## config.mk

```make
export PLATFORM = sky130hd
export DESIGN_NAME = shape_record_loader_top
export DESIGN_NICKNAME = d
export VERILOG_FILES = /design/src/rtl/srl_pkg.sv /design/src/rtl/srl_parser.sv /design/src/rtl/shape_record_loader_top.sv
export VERILOG_INCLUDE_DIRS = /design/src /design/src/rtl
export SDC_FILE = /design/constraint.sdc
export NUM_CORES = 1
export LEC_CHECK = 0
export ABC_AREA = 1
export BUFFER_PORTS_ARGS = -buffer_cell sky130_fd_sc_hd__buf_2
export CAP_MARGIN = 0
export CORE_UTILIZATION = 30
export CTS_CLUSTER_SIZE = 40
export DETAILED_ROUTE_END_ITERATION = 8
export GPL_TIMING_DRIVEN = 0
export PLACE_DENSITY = 0.46
export SETUP_SLACK_MARGIN = 0.5
export SLEW_MARGIN = 5
export SYNTH_ARGS = -nofsm -noshare
export SYNTH_HDL_FRONTEND = slang
export SYNTH_HIERARCHICAL = 1
export SYNTH_SLANG_ARGS = --single-unit
```

## constraint.sdc

```tcl
create_clock -name clk_i -period 4.95 [get_ports clk_i]
set_input_delay 0 -clock clk_i [delete_from_list [all_inputs] [get_ports clk_i]]
set_output_delay 0 -clock clk_i [all_outputs]
set_load 0.02 [all_outputs]
```

## src/rtl/shape_record_loader_top_macros.svh

```systemverilog
// Assertion macros shared by the shape record loader.
`ifndef SHAPE_RECORD_LOADER_TOP_MACROS_SVH
`define SHAPE_RECORD_LOADER_TOP_MACROS_SVH

// The consequent must hold in the same cycle as the antecedent.
`define SRL_ASSERT_SAME(lbl, clk, rstn, ante, cons, msg) \
  lbl: assert property (@(posedge clk) disable iff (!rstn) (ante) |-> (cons)) \
    else $error(msg);

// The consequent must hold in the cycle after the antecedent.
`define SRL_ASSERT_NEXT(lbl, clk, rstn, ante, cons, msg) \
  lbl: assert property (@(posedge clk) disable iff (!rstn) (ante) |=> (cons)) \
    else $error(msg);

`endif

```

## src/rtl/srl_pkg.sv

```systemverilog
// ----------------------------------------------------------------------------
// srl_pkg
// Types and constants of the shape record loader.
// ----------------------------------------------------------------------------
package srl_pkg;

  // Depth of each scene table; slots are taken modulo this power of two.
  localparam int TABLE_DEPTH = 256;
  localparam logic [7:0] SLOT_MASK = 8'(TABLE_DEPTH - 1);

  typedef enum logic [2:0] {
    SEC_HEADER   = 3'd0,
    SEC_VERTEX   = 3'd1,
    SEC_FACE     = 3'd2,
    SEC_SEGMENT  = 3'd3,
    SEC_PARTICLE = 3'd4
  } sec_e;

  typedef enum logic [1:0] {
    KIND_VERTEX   = 2'd0,
    KIND_FACE     = 2'd1,
    KIND_SEGMENT  = 2'd2,
    KIND_PARTICLE = 2'd3
  } kind_e;

  typedef enum logic [1:0] {
    TURN_NONE  = 2'd0,
    TURN_MINUS = 2'd1,
    TURN_HALF  = 2'd2,
    TURN_PLUS  = 2'd3
  } turn_e;

  typedef struct packed {
    logic [7:0] shape_byte;
    logic [7:0] offset_x;
    logic [7:0] offset_y;
    logic [7:0] offset_z;
    logic [1:0] orientation;
  } in_t;

  typedef struct packed {
    kind_e      record_kind;
    logic [7:0] table_slot;
    logic [7:0] value_a;
    logic [7:0] value_b;
    logic [7:0] value_c;
    logic [7:0] glyph;
    logic       shape_done;
  } rec_t;

endpackage

```

## src/rtl/srl_parser.sv

```systemverilog
// ----------------------------------------------------------------------------
// srl_parser
// Parser state and per-byte logic: header capture, record assembly, vertex
// placement, point rebasing and scene slot allocation.
// ----------------------------------------------------------------------------
module srl_parser import srl_pkg::*; (
  input  logic clk_i,
  input  logic rst_ni,
  input  logic step_i,
  input  in_t  in_i,
  output logic emit_o,
  output rec_t rec_o
);

  typedef struct packed {
    sec_e       sec;
    logic [7:0] left;
  } enter_t;

  sec_e             section_q, section_d;
  logic [1:0]       bir_q, bir_d;
  logic [7:0]       left_q, left_d;
  logic [3:0][7:0]  counts_q, counts_d;
  logic [2:0][7:0]  place_q, place_d;
  logic [1:0]       turn_q, turn_d;
  logic [2:0][7:0]  part_q, part_d;
  logic [3:0][7:0]  totals_q, totals_d;
  logic [7:0]       base_q, base_d;

  logic [3:0][7:0]  hdr_counts;
  enter_t           ent;
  logic             last_byte;
  kind_e            kind;
  logic [7:0]       px, py, x, y;
  logic [7:0]       vx, vy;

  // First non-empty section whose count index is at or above from_idx;
  // falls back to the header when every later section is empty.
  function automatic enter_t find_next(logic [2:0] from_idx, logic [3:0][7:0] cnt);
    enter_t r;
    r.sec  = SEC_HEADER;
    r.left = '0;
    for (int i = 3; i >= 0; i--) begin
      if ((3'(i) >= from_idx) && (cnt[i] != '0)) begin
        r.sec  = sec_e'(3'(i + 1));
        r.left = cnt[i];
      end
    end
    return r;
  endfunction

  assign px = place_q[0];
  assign py = place_q[1];
  assign x  = part_q[0];
  assign y  = part_q[1];

  always_comb begin
    case (turn_e'(turn_q))
      TURN_NONE:  begin vx = px + x; vy = py + y; end
      TURN_MINUS: begin vx = px - y; vy = py + x; end
      TURN_HALF:  begin vx = px - x; vy = py - y; end
      default:    begin vx = px + y; vy = py - x; end
    endcase
  end

  assign kind      = kind_e'(2'(section_q - 3'd1));
  assign last_byte = (section_q == SEC_PARTICLE) ? (bir_q == 2'd1) : (bir_q == 2'd3);

  always_comb begin
    hdr_counts    = counts_q;
    hdr_counts[3] = in_i.shape_byte;
  end

  always_comb begin
    section_d = section_q;
    bir_d     = bir_q;
    left_d    = left_q;
    counts_d  = counts_q;
    place_d   = place_q;
    turn_d    = turn_q;
    part_d    = part_q;
    totals_d  = totals_q;
    base_d    = base_q;
    emit_o    = 1'b0;
    rec_o     = '0;
    ent       = find_next(section_q, counts_q);
    if (section_q == SEC_HEADER) begin
      ent = find_next(section_q, hdr_counts);
    end

    if (step_i) begin
      if (section_q == SEC_HEADER) begin
        if (bir_q == 2'd0) begin
          place_d[0] = in_i.offset_x;
          place_d[1] = in_i.offset_y;
          place_d[2] = in_i.offset_z;
          turn_d     = in_i.orientation;
        end
        counts_d[bir_q] = in_i.shape_byte;
        bir_d           = bir_q + 2'd1;
        if (bir_q == 2'd3) begin
          base_d    = totals_q[0];
          section_d = ent.sec;
          left_d    = ent.left;
        end
      end else if (!last_byte) begin
        part_d[bir_q] = in_i.shape_byte;
        bir_d         = bir_q + 2'd1;
      end else begin
        emit_o            = 1'b1;
        rec_o.record_kind = kind;
        rec_o.table_slot  = totals_q[kind] & SLOT_MASK;
        unique case (section_q)
          SEC_VERTEX: begin
            rec_o.value_a = vx;
            rec_o.value_b = vy;
            rec_o.value_c = place_q[2] + part_q[2];
          end
          SEC_FACE: begin
            rec_o.value_a = base_q + part_q[0];
            rec_o.value_b = base_q + part_q[1];
            rec_o.value_c = base_q + part_q[2];
            rec_o.glyph   = in_i.shape_byte;
          end
          SEC_SEGMENT: begin
            rec_o.value_a = base_q + part_q[0];
            rec_o.value_b = base_q + part_q[1];
            rec_o.glyph   = part_q[2];
          end
          default: begin
            rec_o.value_a = base_q + part_q[0];
            rec_o.glyph   = in_i.shape_byte;
          end
        endcase
        totals_d[kind] = totals_q[kind] + 8'd1;
        bir_d          = 2'd0;
        left_d         = left_q - 8'd1;
        if (left_q == 8'd1) begin
          // Section exhausted: move on, or close the shape.
          section_d        = ent.sec;
          left_d           = ent.left;
          rec_o.shape_done = (ent.sec == SEC_HEADER);
        end
      end
    end
  end

  always_ff @(posedge clk_i or negedge rst_ni) begin
    if (!rst_ni) begin
      section_q <= SEC_HEADER;
      bir_q     <= '0;
      left_q    <= '0;
      counts_q  <= '0;
      place_q   <= '0;
      turn_q    <= '0;
      part_q    <= '0;
      totals_q  <= '0;
      base_q    <= '0;
    end else begin
      section_q <= section_d;
      bir_q     <= bir_d;
      left_q    <= left_d;
      counts_q  <= counts_d;
      place_q   <= place_d;
      turn_q    <= turn_d;
      part_q    <= part_d;
      totals_q  <= totals_d;
      base_q    <= base_d;
    end
  end

endmodule

```

## src/rtl/shape_record_loader_top.sv

```systemverilog
// ----------------------------------------------------------------------------
// shape_record_loader_top
// Byte-serial loader of packed shape descriptions, emitting one placed and
// rebased record per completed vertex, face, segment or particle.
// ----------------------------------------------------------------------------
//   channel | direction | handshake               | payload
//   in      | input     | in_valid_i/in_stall_o   | shape byte, placement, orientation
//   out     | output    | out_valid_o/out_stall_i | kind, slot, values, glyph, done
//
// One byte is taken every cycle while the input is not stalled; a record is
// registered in the input register, then in the result register, after its
// last byte is accepted, and is held there until the output takes it.
// Header bytes and non-final record bytes produce no item.
// Reset clears the parser state and the scene totals at once.
// A stalled output holds its item; the input register then fills and stalls.
// ----------------------------------------------------------------------------
`include "shape_record_loader_top_macros.svh"

module shape_record_loader_top import srl_pkg::*; (
  input  logic             clk_i,
  input  logic             rst_ni,
  input  logic             in_valid_i,
  output logic             in_stall_o,
  input  logic [7:0]       shape_byte_i,
  input  logic signed [7:0] offset_x_i,
  input  logic signed [7:0] offset_y_i,
  input  logic signed [7:0] offset_z_i,
  input  logic [1:0]       orientation_i,
  output logic             out_valid_o,
  input  logic             out_stall_i,
  output logic [1:0]       record_kind_o,
  output logic [7:0]       table_slot_o,
  output logic [7:0]       value_a_o,
  output logic [7:0]       value_b_o,
  output logic [7:0]       value_c_o,
  output logic [7:0]       glyph_o,
  output logic             shape_done_o
);

  logic in_valid_q, in_valid_d;
  in_t  in_q;
  logic out_valid_q, out_valid_d;
  rec_t rec_q;
  logic out_free, step, in_accept, emit;
  rec_t rec;

  assign out_free   = !out_valid_q || !out_stall_i;
  assign step       = in_valid_q && out_free;
  assign in_stall_o = in_valid_q && !out_free;
  assign in_accept  = in_valid_i && !in_stall_o;

  always_comb begin
    in_valid_d = in_valid_q;
    if (in_accept) begin
      in_valid_d = 1'b1;
    end else if (step) begin
      in_valid_d = 1'b0;
    end
    out_valid_d = out_valid_q;
    if (out_free) begin
      out_valid_d = step && emit;
    end
  end

  always_ff @(posedge clk_i or negedge rst_ni) begin
    if (!rst_ni) begin
      in_valid_q  <= 1'b0;
      out_valid_q <= 1'b0;
    end else begin
      in_valid_q  <= in_valid_d;
      out_valid_q <= out_valid_d;
    end
  end

  always_ff @(posedge clk_i) begin
    if (in_accept) begin
      in_q.shape_byte  <= shape_byte_i;
      in_q.offset_x    <= $unsigned(offset_x_i);
      in_q.offset_y    <= $unsigned(offset_y_i);
      in_q.offset_z    <= $unsigned(offset_z_i);
      in_q.orientation <= orientation_i;
    end
    if (step && emit) begin
      rec_q <= rec;
    end
  end

  srl_parser u_parser (
    .clk_i  (clk_i),
    .rst_ni (rst_ni),
    .step_i (step),
    .in_i   (in_q),
    .emit_o (emit),
    .rec_o  (rec)
  );

  assign out_valid_o   = out_valid_q;
  assign record_kind_o = rec_q.record_kind;
  assign table_slot_o  = rec_q.table_slot;
  assign value_a_o     = rec_q.value_a;
  assign value_b_o     = rec_q.value_b;
  assign value_c_o     = rec_q.value_c;
  assign glyph_o       = rec_q.glyph;
  assign shape_done_o  = rec_q.shape_done;

  `SRL_ASSERT_SAME(a_stall_needs_item, clk_i, rst_ni, in_stall_o, in_valid_q,
                   "stall without a held item")
  `SRL_ASSERT_SAME(a_backpressure, clk_i, rst_ni,
                   in_valid_q && out_valid_q && out_stall_i, in_stall_o,
                   "input not stalled behind a blocked output")
  `SRL_ASSERT_NEXT(a_emit_shows, clk_i, rst_ni, step && emit, out_valid_o,
                   "record lost between parser and output")
  `SRL_ASSERT_SAME(a_vertex_glyph, clk_i, rst_ni,
                   out_valid_o && (record_kind_o == KIND_VERTEX), glyph_o == 8'd0,
                   "vertex record carries a glyph")

endmodule
```

Word-level counts from Yosys, hierarchy flattened. Index checks and enable logic that the tools add are counted.

Flip-flop bits (word level): 214. Output and inout port bits: 45. Word-level logic and storage cells: 149.

Eq/ne operators: 10. Muxes and demuxes: 40. Reductions and logical operators: 38. Bitwise gates (word level): 4. Order comparisons: 8. Add/subtract/negate cells: 16.

Operator list (number): 11-bit two-way mux (9); 8-bit adder (8); 32-bit bitwise mux (2); 8-bit two-way mux (8); 8-bit case mux with 2 select lines (3); 8-bit case mux with 3 select lines (2); 8-bit nonzero test (5); 8-bit demux with 2-bit select (2); 8-bit subtractor (4); 24-bit bitwise mux (1); 8-bit binary-select mux with 2-bit select (1); 3-bit AND reduction (5); 3-bit two-way mux (4); 1-bit logical AND (11); 8-bit by 1-bit adder with 8-bit output, second input constant (1); 8-bit by 1-bit == test with 1-bit output, second input constant (1); 8-bit by 1-bit subtractor with 8-bit output, second input constant (1); 3-bit by 2-bit == test with 1-bit output, second input constant (2); 1-bit by 3-bit >= comparator with 1-bit output, first input constant (2); 2-bit by 3-bit >= comparator with 1-bit output, first input constant (2); 3-bit logical NOT (2); 2-bit by 3-bit less-than comparator with 1-bit output, second input constant (2); 1-bit two-way mux (6); 2-bit nonzero test (3); 18 further kinds (29).

Logic depth before layout (Yosys ltp). Gate-level depths: netlist of the first run.

Word-level depth: 10. Depth in mapped cells: 21. Gate-level depth less buffers: 19.

By module. Netlist of the first run, hierarchy kept.

Modules (own cells, without submodules): srl_parser (sequential area each 3378.2 µm², cells an instance 1173, area an instance 8729.6 µm², times used 1); shape_record_loader_top (sequential area each 2362.3 µm², cells an instance 92, area an instance 2413.6 µm², times used 1).

Worst setup path after synthesis of the first run. No wires, ideal clock.

Kind: reg2reg. From: register u_parser.section_q[0]. To: register rec_q, in the netlist glyph_o[0] (enable). Setup slack: 934 ps. Cell stages (with the launch flop): 13. Arrival time: 3573 ps. Library setup time: 444 ps. Cell sequence: dfrtp_1 -> inv_2 -> buf_2 -> buf_2 -> ha_1 -> nand2_1 -> o21ai_2 -> inv_2 -> nor2_1 -> inv_2 -> nor2_8 -> inv_1 -> nor2_1.

Longest elaborated chain between the ends: 6. Elaborated cells on any way between the ends: 7.

Ends and longest elaborated chain: start, declared (RTL line srl_parser.sv:20) `sec_e section_q, section_d;`; start signal, assigned (RTL line srl_parser.sv:160) `section_q <= section_d;`; 3-bit == test (RTL line srl_parser.sv:67) `assign last_byte = (section_q == SEC_PARTICLE) ? (bir_q == 2'd1) : (bir_q == 2'd3);`; 1-bit two-way mux (RTL line srl_parser.sv:67); 1-bit two-way mux (RTL line srl_parser.sv:106) `end else if (!last_byte) begin`; 1-bit two-way mux * (RTL line srl_parser.sv:92) `if (section_q == SEC_HEADER) begin`; 1-bit two-way mux * (RTL line srl_parser.sv:91) `if (step_i) begin`; net emit (RTL line shape_record_loader_top.sv:44) `logic out_free, step, in_accept, emit;`; 1-bit logical AND * (RTL line shape_record_loader_top.sv:83) `if (step && emit) begin`; end signal, assigned (RTL line shape_record_loader_top.sv:84) `rec_q <= rec;`; end, declared (RTL line shape_record_loader_top.sv:43) `rec_t rec_q;`.

Mark *: on every way through the listed nets, which the timed path passes. The rest lies on a longest branch. A chain may end at the register's enable or synchronous reset.

Final worst setup path of the first run.
From: register u_parser.section_q[0]. To: register rec_q, in the netlist value_c_o[6] (data pin).

Longest elaborated chain between the ends: 4. Elaborated cells on any way between the ends: 8.

Ends and longest elaborated chain (RTL line): 3-bit == test (srl_parser.sv:67); 1-bit two-way mux (srl_parser.sv:67); 1-bit NOT (no source line); 3-bit OR reduction (no source line).

Parallel ways exist; a longest one is shown, timed or not.

==> results summary, run 1 <==
Clock-pin slew was measured on the worst setup and hold paths at 0.06 ns. The total count of hold-check failures in the final report came to 0. STA puts the critical path data required time at 5.25 ns. In this run the remaining antenna-violating nets after routing total 0. The detailed-route wire length per cell came out at 17.6 µm.

The most frequently used flop master after synthesis is dfrtp_1. The tree built by TritonCTS fans out to 214 sinks. The insertion delay of the later-clocked pin in the worst-skew pair came out at 0.55 ns. The area growth from synthesis to layout came out at 22.2%. The area inside the core boundary is 0.0366 mm². The detailed-routing iteration count for the pre-antenna-repair pass came out at 7. Post-CTS repair changed the size of 0 cells.

The flow ran to the end, and the final reports show no timing, DRC or antenna violations. dfrtp_1 takes more of the synthesized area than any other cell. Global routing used 17.9% of the available tracks across all layers.

The layout cell share with drive strength beyond 1 came out at 13.0%. The yosys synthesis warning count is 6. The sequential fraction of the synthesis area is 51.5%. The data arrival time of the critical path came out at 4.34 ns. The largest registers in the layout are in_q: 34 flops, u_parser/counts_q: 32 flops, u_parser/totals_q: 32 flops. For this run, design rule violations remaining after detail routing come to 0. For the pin with the worst max-slew slack, the measured transition is 0.801 ns. The worst-case vdd ir drop came out at 0.000236 V. Grouping stages by cell kind, the critical path spends the most delay in buffers and inverters. From left edge to right edge, the die measures 195 µm. The initial core utilization is 30.4%.

The initial antenna violation count came out at 0. In the final timing run, aggregate negative setup slack is 0 ns. The max-slew violation count came out at 0.

The die covers 0.0379 mm². The register with the most flip-flops in the final layout is in_q. After layout, the worst setup slack is 0.908 ns. Total power for the finished layout comes to 0.00846 W. The buffer type at the clock tree root is clkbuf_16.

The signal on the critical path passes through inv_2 -> buf_2 -> buf_2 -> ha_1 -> inv_1 -> nor2_2 -> clkinv_1 -> o21ai_0 -> inv_1 -> fa_1 -> o211ai_1 -> nand2_1 -> nand2_1 -> a21oi_1 -> o21ai_1 -> a21oi_1. The wire length reported by the detailed router is 33600 µm. The number of flip-flops under the largest register name is 34. The quantity of I/O buffers inserted on ports is 82.

The worst max-slew margin expressed relative to the limit is 46.6%. The largest stage delay on the critical path is 0.45 ns. The final critical path time including I/O delays and setup came out at 4.04 ns. The final worst-path cycle share is 81.6%. CTS built an H-tree with a depth of 1. The critical path is of the reg -> reg type.

The final design utilization came out at 37.2%. Across the routed clock network, the largest skew measured is 0.00996 ns. The largest fanout of any net on the critical path came out at 11.

In this run, synthesis inferred 77 flip-flops with an integrated enable. By area the synthesized netlist is led by dfrtp_1, edfxtp_1, nand2_1. The number of DRC markers after the initial detailed-route iteration came out at 703. The height of the chip is 195 µm. The final net count is 1510. The power per cell area is 622 mW/mm².

The count of boundary I/O pins is 83. Setup repair after global routing left no endpoint under its margin. The fraction of synthesis flops using an asynchronous set or reset pin is 64.0%. The setup fix buffers added after clock tree synthesis came out at 0. Before CTS, the worst setup slack after placement is 0.932 ns. The sum of overflow across all layers after global routing is 0. The number of standard cells after synthesis is 1265. The critical path buffer and inverter count came out at 6. The CTS buffer count came out at 28. The total setup violations reported at the end of the flow is 0. The share of Yosys cell area claimed by the top area cell type is 30.8%. When the netlist entered floorplanning its net count stood at 1356. The number of library cell types mapped by synthesis came out at 51. The number of hold buffers added after CTS is 39. The via count of the first global-routing pass is 9090. The row count is 70. The number of standard cells in the final layout excluding fillers is 1910. In this run the worst hold path is classified as in -> async. The weighted congestion reported at the end of routability-driven placement is 0.927. The vias after detailed routing is 9151. Among all cell types in the netlist, the one instantiated most often is nand2_1. The timing-limited maximum frequency is 0.247 GHz. The largest net degree at the start of global routing is 100. The area of the mapped netlist came out at 0.0111 mm². The wire length of the first global-routing pass came out at 52800 µm. The filler cell count is 3769.

The synthesized area divided by synthesized cell count came out at 8.81 µm². The commonest cells after synthesis are nand2_1, dfrtp_1, o21ai_0. The reg2reg setup slack is 0.91 ns. The type of element launching the critical path is a flop. The number of cells after detailed placement is 1818. The number of max-capacitance violations reported is 0. The largest individual stage delay along the critical path comes from the cell fa_1.

The flop and latch count out of synthesis is 214. The maximum clock path buffer count came out at 3. TritonCTS built the clock tree. STA classifies the critical path endpoint as a flop.

The HPWL reported at the end of detailed placement is 24200 µm. The total leakage power is 6.22 nW. The via-per-instance ratio came out at 4.79.
==> area by class of cell <==
class | instances | area [µm²] | area share (%)
Tap cell | 468 | 586 | 4.30
Antenna cell | 1 | 2.50 | 0.0184
Timing Repair Buffer | 124 | 896 | 6.58
Inverter | 128 | 480 | 3.53
Buffer | 32 | 143 | 1.05
Clock inverter | 11 | 189 | 1.39
Clock buffer | 41 | 791 | 5.81
Multi-Input combinational cell | 891 | 4790 | 35.2
Sequential cell | 214 | 5740 | 42.2
==> stage by stage <==
stage / hold slack (ns) / instance area [µm²]
4_1_cts: 0.00715 / 13600
3_3_place_gp: 0.178 / 12100
6_report: 0.0130 / 13600
5_1_grt: 0.0272 / 13600
3_5_place_dp: -0.0782 / 12200
2_1_floorplan: -0.296 / 11100
==> metal layers <==
metal  global-route usage (%)  vias to the layer above  part of all wire [%]
li1                         -                     4565                     -
met1                     25.8                     4323                    49
met2                     27.3                      206                    43
met3                     3.02                       57                   5.1
met4                     5.76                        0                   2.6
met5                        0                        -                     0
==> worst paths after layout <==
kind / startpoint / to / depth (start not counted)
worst max-delay path: u_parser/section_q[0] / value_c_o[6] / 16
worst min-delay path: rst_ni / u_parser/place_q[16] / 3
worst max register to register: u_parser/section_q[0] / value_c_o[6] / 16
worst min register to register: u_parser/left_q[7] / u_parser/left_q[7] / 2
max in group asynchronous: rst_ni / u_parser/left_q[2] / 3
min in group clk_i: offset_y_i[7] / in_q[17] / 2
==> cells in the final DEF (no fill, tap or decap), drive strengths merged, types with 4 or more instances in the layout <==
master,instances
nand2,312
o21ai,153
dfrtp,137
inv,126
nor2,123
buf,102
edfxtp,77
a21oi,77
clkbuf,57
nand3,53
ha,48
dlygate4sd3,38
xor2,22
mux2,18
nor3,11
o22ai,9
o211ai,8
clkinv,8
xnor2,6
bufinv,5
nor4,5
fa,5
a31oi,4
nand4,4
a32oi,4
==> power breakdown <==
group / total (W) / switching (W) / internal, W
combinational: 0.00359 / 0.00230 / 0.00128
clock: 0.00214 / 0.000776 / 0.00136
sequential: 0.00274 / 0.000447 / 0.00229
==> tightest hold or removal path: stages <==
cell and delay [ns]:
dlygate4sd3_1 0.56, buf_8 0.13, buf_16 0.22
==> cells by family after synthesis <==
| group | after synthesis | share of synthesized area (%) |
|---|---|---|
| compound gates | 275 | 13.6 |
| xor+xnor | 28 | 2.20 |
| flops | 214 | 51.5 |
| buf+inv | 160 | 5.59 |
| simple gates | 516 | 18.9 |
| mux | 19 | 1.91 |
| fa+ha+maj | 53 | 6.29 |
No activity file was read; power rests on OpenSTA's default activity.
==> run 2: changes to the inputs <==
- ABC_AREA: 1 -> 0
- clock period: 4.95 -> 3.9 ns (I/O delays scaled with it)
==> results summary, run 2 <==
The flow ran to the end, and the final reports show no timing, DRC or antenna violations. The count of boundary I/O pins is 83. The met3 layer wire length in the routed design came out at 1300 µm.

Setup violations remaining at the end of the flow were counted as 0. The total leakage power came out at 5.75 nW. The residual DRC count is 0. The aggregate negative setup slack came out at 0 ns. Across all setup checks in the final design, the least slack found is 0.670 ns.

After the last flow step, the layout net total stands at 1225. The Yosys step of the flow raised 6 warnings. The largest stage delay on the critical path came out at 0.42 ns.

The initial antenna violation count was 0. The layout cell share with drive strength beyond 1 came out at 25.1%. After Yosys synthesis, XOR and XNOR cells account for 3.20% of the synthesized area.

The number of DRC markers after the initial detailed-route iteration is 457. Dividing the detail-routed wire length by the instance count gives 19.0 µm. In this run the worst hold path is classified as in -> reg. The HPWL reported at the end of detailed placement is 22100 µm. The sequential fraction of the synthesis area came out at 51.3%. The sum of overflow across all layers after global routing is 0. The fraction of synthesis flops using an asynchronous set or reset pin is 64.0%.

The timing-limited maximum frequency came out at 0.310 GHz. The number of clock sinks seen by CTS came out at 214. The CTS buffer count is 26. The post-synth net total is 1067. CTS placed an instance of clkbuf_16 at the clock tree root. The vias after detailed routing is 7981. The number of flip-flops under the largest register name came out at 34. The largest net degree at the start of global routing is 102. The synthesized design spends more area on one cell type than any other, namely dfrtp_1. The area inside the core boundary is 0.0366 mm². After detailed routing, the met2 layer carries 13400 µm of wire. The final critical path time including I/O delays and setup is 3.23 ns. Setup repair after global routing could not meet its margin everywhere. At the worst endpoint, the required time is 4.17 ns. The dominant combinational cell family by area after synthesis is multiplexers. The largest registers in the layout are in_q: 34 flops, u_parser/counts_q: 32 flops, u_parser/totals_q: 32 flops. The worst-case vdd ir drop came out at 0.000331 V. Cells fill 37.3% of the core in the end. The power per cell area came out at 823 mW/mm². The die covers 0.0380 mm². Measured against its own limit, the worst slew margin works out to 44.8%. The overall global routing resource usage came out at 16.4%. Walking the worst path, the cells encountered are buf_8 -> inv_1 -> ha_1 -> nand2b_1 -> clkbuf_4 -> mux2_2 -> ha_1 -> inv_1 -> fa_1 -> nor2b_1 -> o21ai_0 -> a21boi_1 -> o21ai_0 -> a21boi_1 -> nor3_2. The critical path buffer and inverter count came out at 4.

For the worst setup path, the data arrival time is 3.50 ns. The share of Yosys cell area claimed by the top area cell type came out at 30.7%. Prior to clock tree synthesis, the placed netlist has a worst setup slack of -0.623 ns. The complex-gate fraction of the synthesized area came out at 11.0%. Multiplexer cells account for 13.6% of the synthesized area. STA classifies the critical path endpoint as a flop. The simple-gate portion of the synthesized area came out at 11.8%.

TritonCTS built the clock tree. The clock passes through at most 3 buffers. Grouping stages by cell kind, the critical path spends the most delay in adder cells. The via-per-instance ratio is 4.92. The most common cell after layout, fill and taps aside is dfrtp_1. The detailed-routing iteration count for the pre-antenna-repair pass came out at 5. The overall power consumption is 0.0112 W. The row count is 70. The worst-case clock skew is 0.0163 ns. The number of diodes is 0. Synthesis produced a netlist whose cell count is 976. Summed over all layers, the routed wires come to 30900 µm.

In the finished design, the share of the clock period the worst path needs comes to 82.8%. The filler cell count is 3597. The number of library cell types mapped by synthesis came out at 67. For this block, wires on met1 add up to 15600 µm. Ranked by total cell area, the synthesized netlist is headed by dfrtp_1, edfxtp_1, mux2_2. The area share of fa/ha/maj cells after synthesis is 6.27%. The area of the mapped netlist came out at 0.0112 mm².

The width of the die is 195 µm. The weighted congestion reported at the end of routability-driven placement is 0.864. With fillers left out, the area of the finished cells amounts to 0.0136 mm². The height of the chip came out at 195 µm. The quantity of I/O buffers inserted on ports came out at 82. The largest fanout of any net on the critical path came out at 10.

Once placement finished, the instance area stood at 0.0123 mm². The most used flip-flop cell after synthesis is dfrtp_1. STA classifies the critical path startpoint as a flop.

By startpoint and endpoint, the worst setup path is classified as reg -> reg. In the layout the commonest cells are dfrtp_1, mux2_2, nand2_1. The number of synthesized flops with an enable pin came out at 77. The max-slew violation count is 0. The via count of the first global-routing pass came out at 7885. In this run the number of H-tree levels came out at 1. Sorting the synthesized cells by how often they occur yields dfrtp_1, mux2_2, nand2_1. Among all stages on the critical path, the largest delay is contributed by dfrtp_2.

The wire length of the first global-routing pass came out at 47800 µm. The register bank with the most flops is in_q. The count of nets left with antenna violations after detail routing came out at 0. The most frequent cell after synthesis is dfrtp_1. In this run, synthesis produced a sequential element count of 214.

Clock-pin slew was measured on the worst setup and hold paths at 0.06 ns. The transition at the pin with the smallest max-transition slack is 0.823 ns. The synthesized area divided by synthesized cell count is 11.5 µm².

The number of max-capacitance violations reported came out at 0. Once the floorplan was initialized, standard cells occupied 30.5% of the core. The area growth from synthesis to layout came out at 22.1%.

The highest metal layer carrying signal wires in the routed design is met4. The total count of hold-check failures in the final report was 0. The insertion delay of the later-clocked pin in the worst-skew pair is 0.53 ns.
==> run 2: cell types whose count changed in the layout (fill, tap and decap cells not counted), sizes merged, moves of 14 or more <==
cell   change
xnor2     +20
o21ai     -79
a21oi     -26
nor2      -74
buf       +14
nor2b     +15
mux2i     +14
nand2    -215
inv       -93
mux2      +79
nand3     -24
==> run 2: kinds of logic (layout without fill, tap and decap cells) <==
family,Yosys count,after routing
AND/OR/NAND/NOR,271,271
flip-flops,214,214
AO/OA/AOI/OAI,195,195
multiplexers,124,124
buffers and inverters,79,257
adder cells (fa/ha/maj),53,53
XOR/XNOR,40,40
==> run 2: per-stage QoR <==
stage	hold WS (ns)	std cells
after global routing	0.154	1622
after global placement	0.177	1526
final	0.174	1622
after CTS	0.144	1622
after floorplan	-0.296	976
after detailed placement	-0.0933	1529
==> run 2: area by class of cell <==
class / instances / area, µm² / share of cell area, %
buffer: 46 / 234 / 1.71
clock buffer: 42 / 781 / 5.72
clock inverter: 6 / 45.0 / 0.330
inverter: 33 / 126 / 0.926
multi-input combinational: 683 / 5180 / 37.9
sequential: 214 / 5750 / 42.1
tap: 468 / 586 / 4.29
timing repair buffer: 130 / 952 / 6.98
==> run 2: path summary, 6_finish.rpt <==
kind	startpoint	to	slack (ns)	depth (start not counted)
max in group asynchronous	rst_ni	u_parser/y[1]	2.79	4
min reg2reg	in_q[15]	u_parser/py[5]	0.47	1
max	u_parser/section_q[0]	value_c_o[6]	0.67	15
min in group asynchronous	rst_ni	u_parser/totals_q[20]	0.54	4
max reg2reg	u_parser/section_q[0]	value_c_o[6]	0.67	15
min	shape_byte_i[1]	in_q[27]	0.17	2
==> run 2: what timing repair did <==
action / in CTS / in global routing
buffers inserted: 5 / 0
setup endpoints to repair: 55 / 48
gates resized for setup: 19 / 19
pin swaps: 1 / 1
hold endpoints to repair: 173 / 0
hold buffers: 40 / 0
==> run 2: where the power goes <==
part           total, W  internal, W  leakage (nW)  switching [W]
Combinational   0.00544      0.00233          2.81        0.00311
Clock           0.00230      0.00136         0.398       0.000937
Sequential      0.00349      0.00290          2.54       0.000594
Total            0.0112      0.00659          5.75        0.00464
==> run 2: layer usage <==
layer / vias to the layer above / GRT usage (%)
met2: 169 / 25.0
met5: - / 0
met3: 39 / 2.50
met1: 3877 / 24.5
met4: 0 / 3.67
li1: 3896 / -
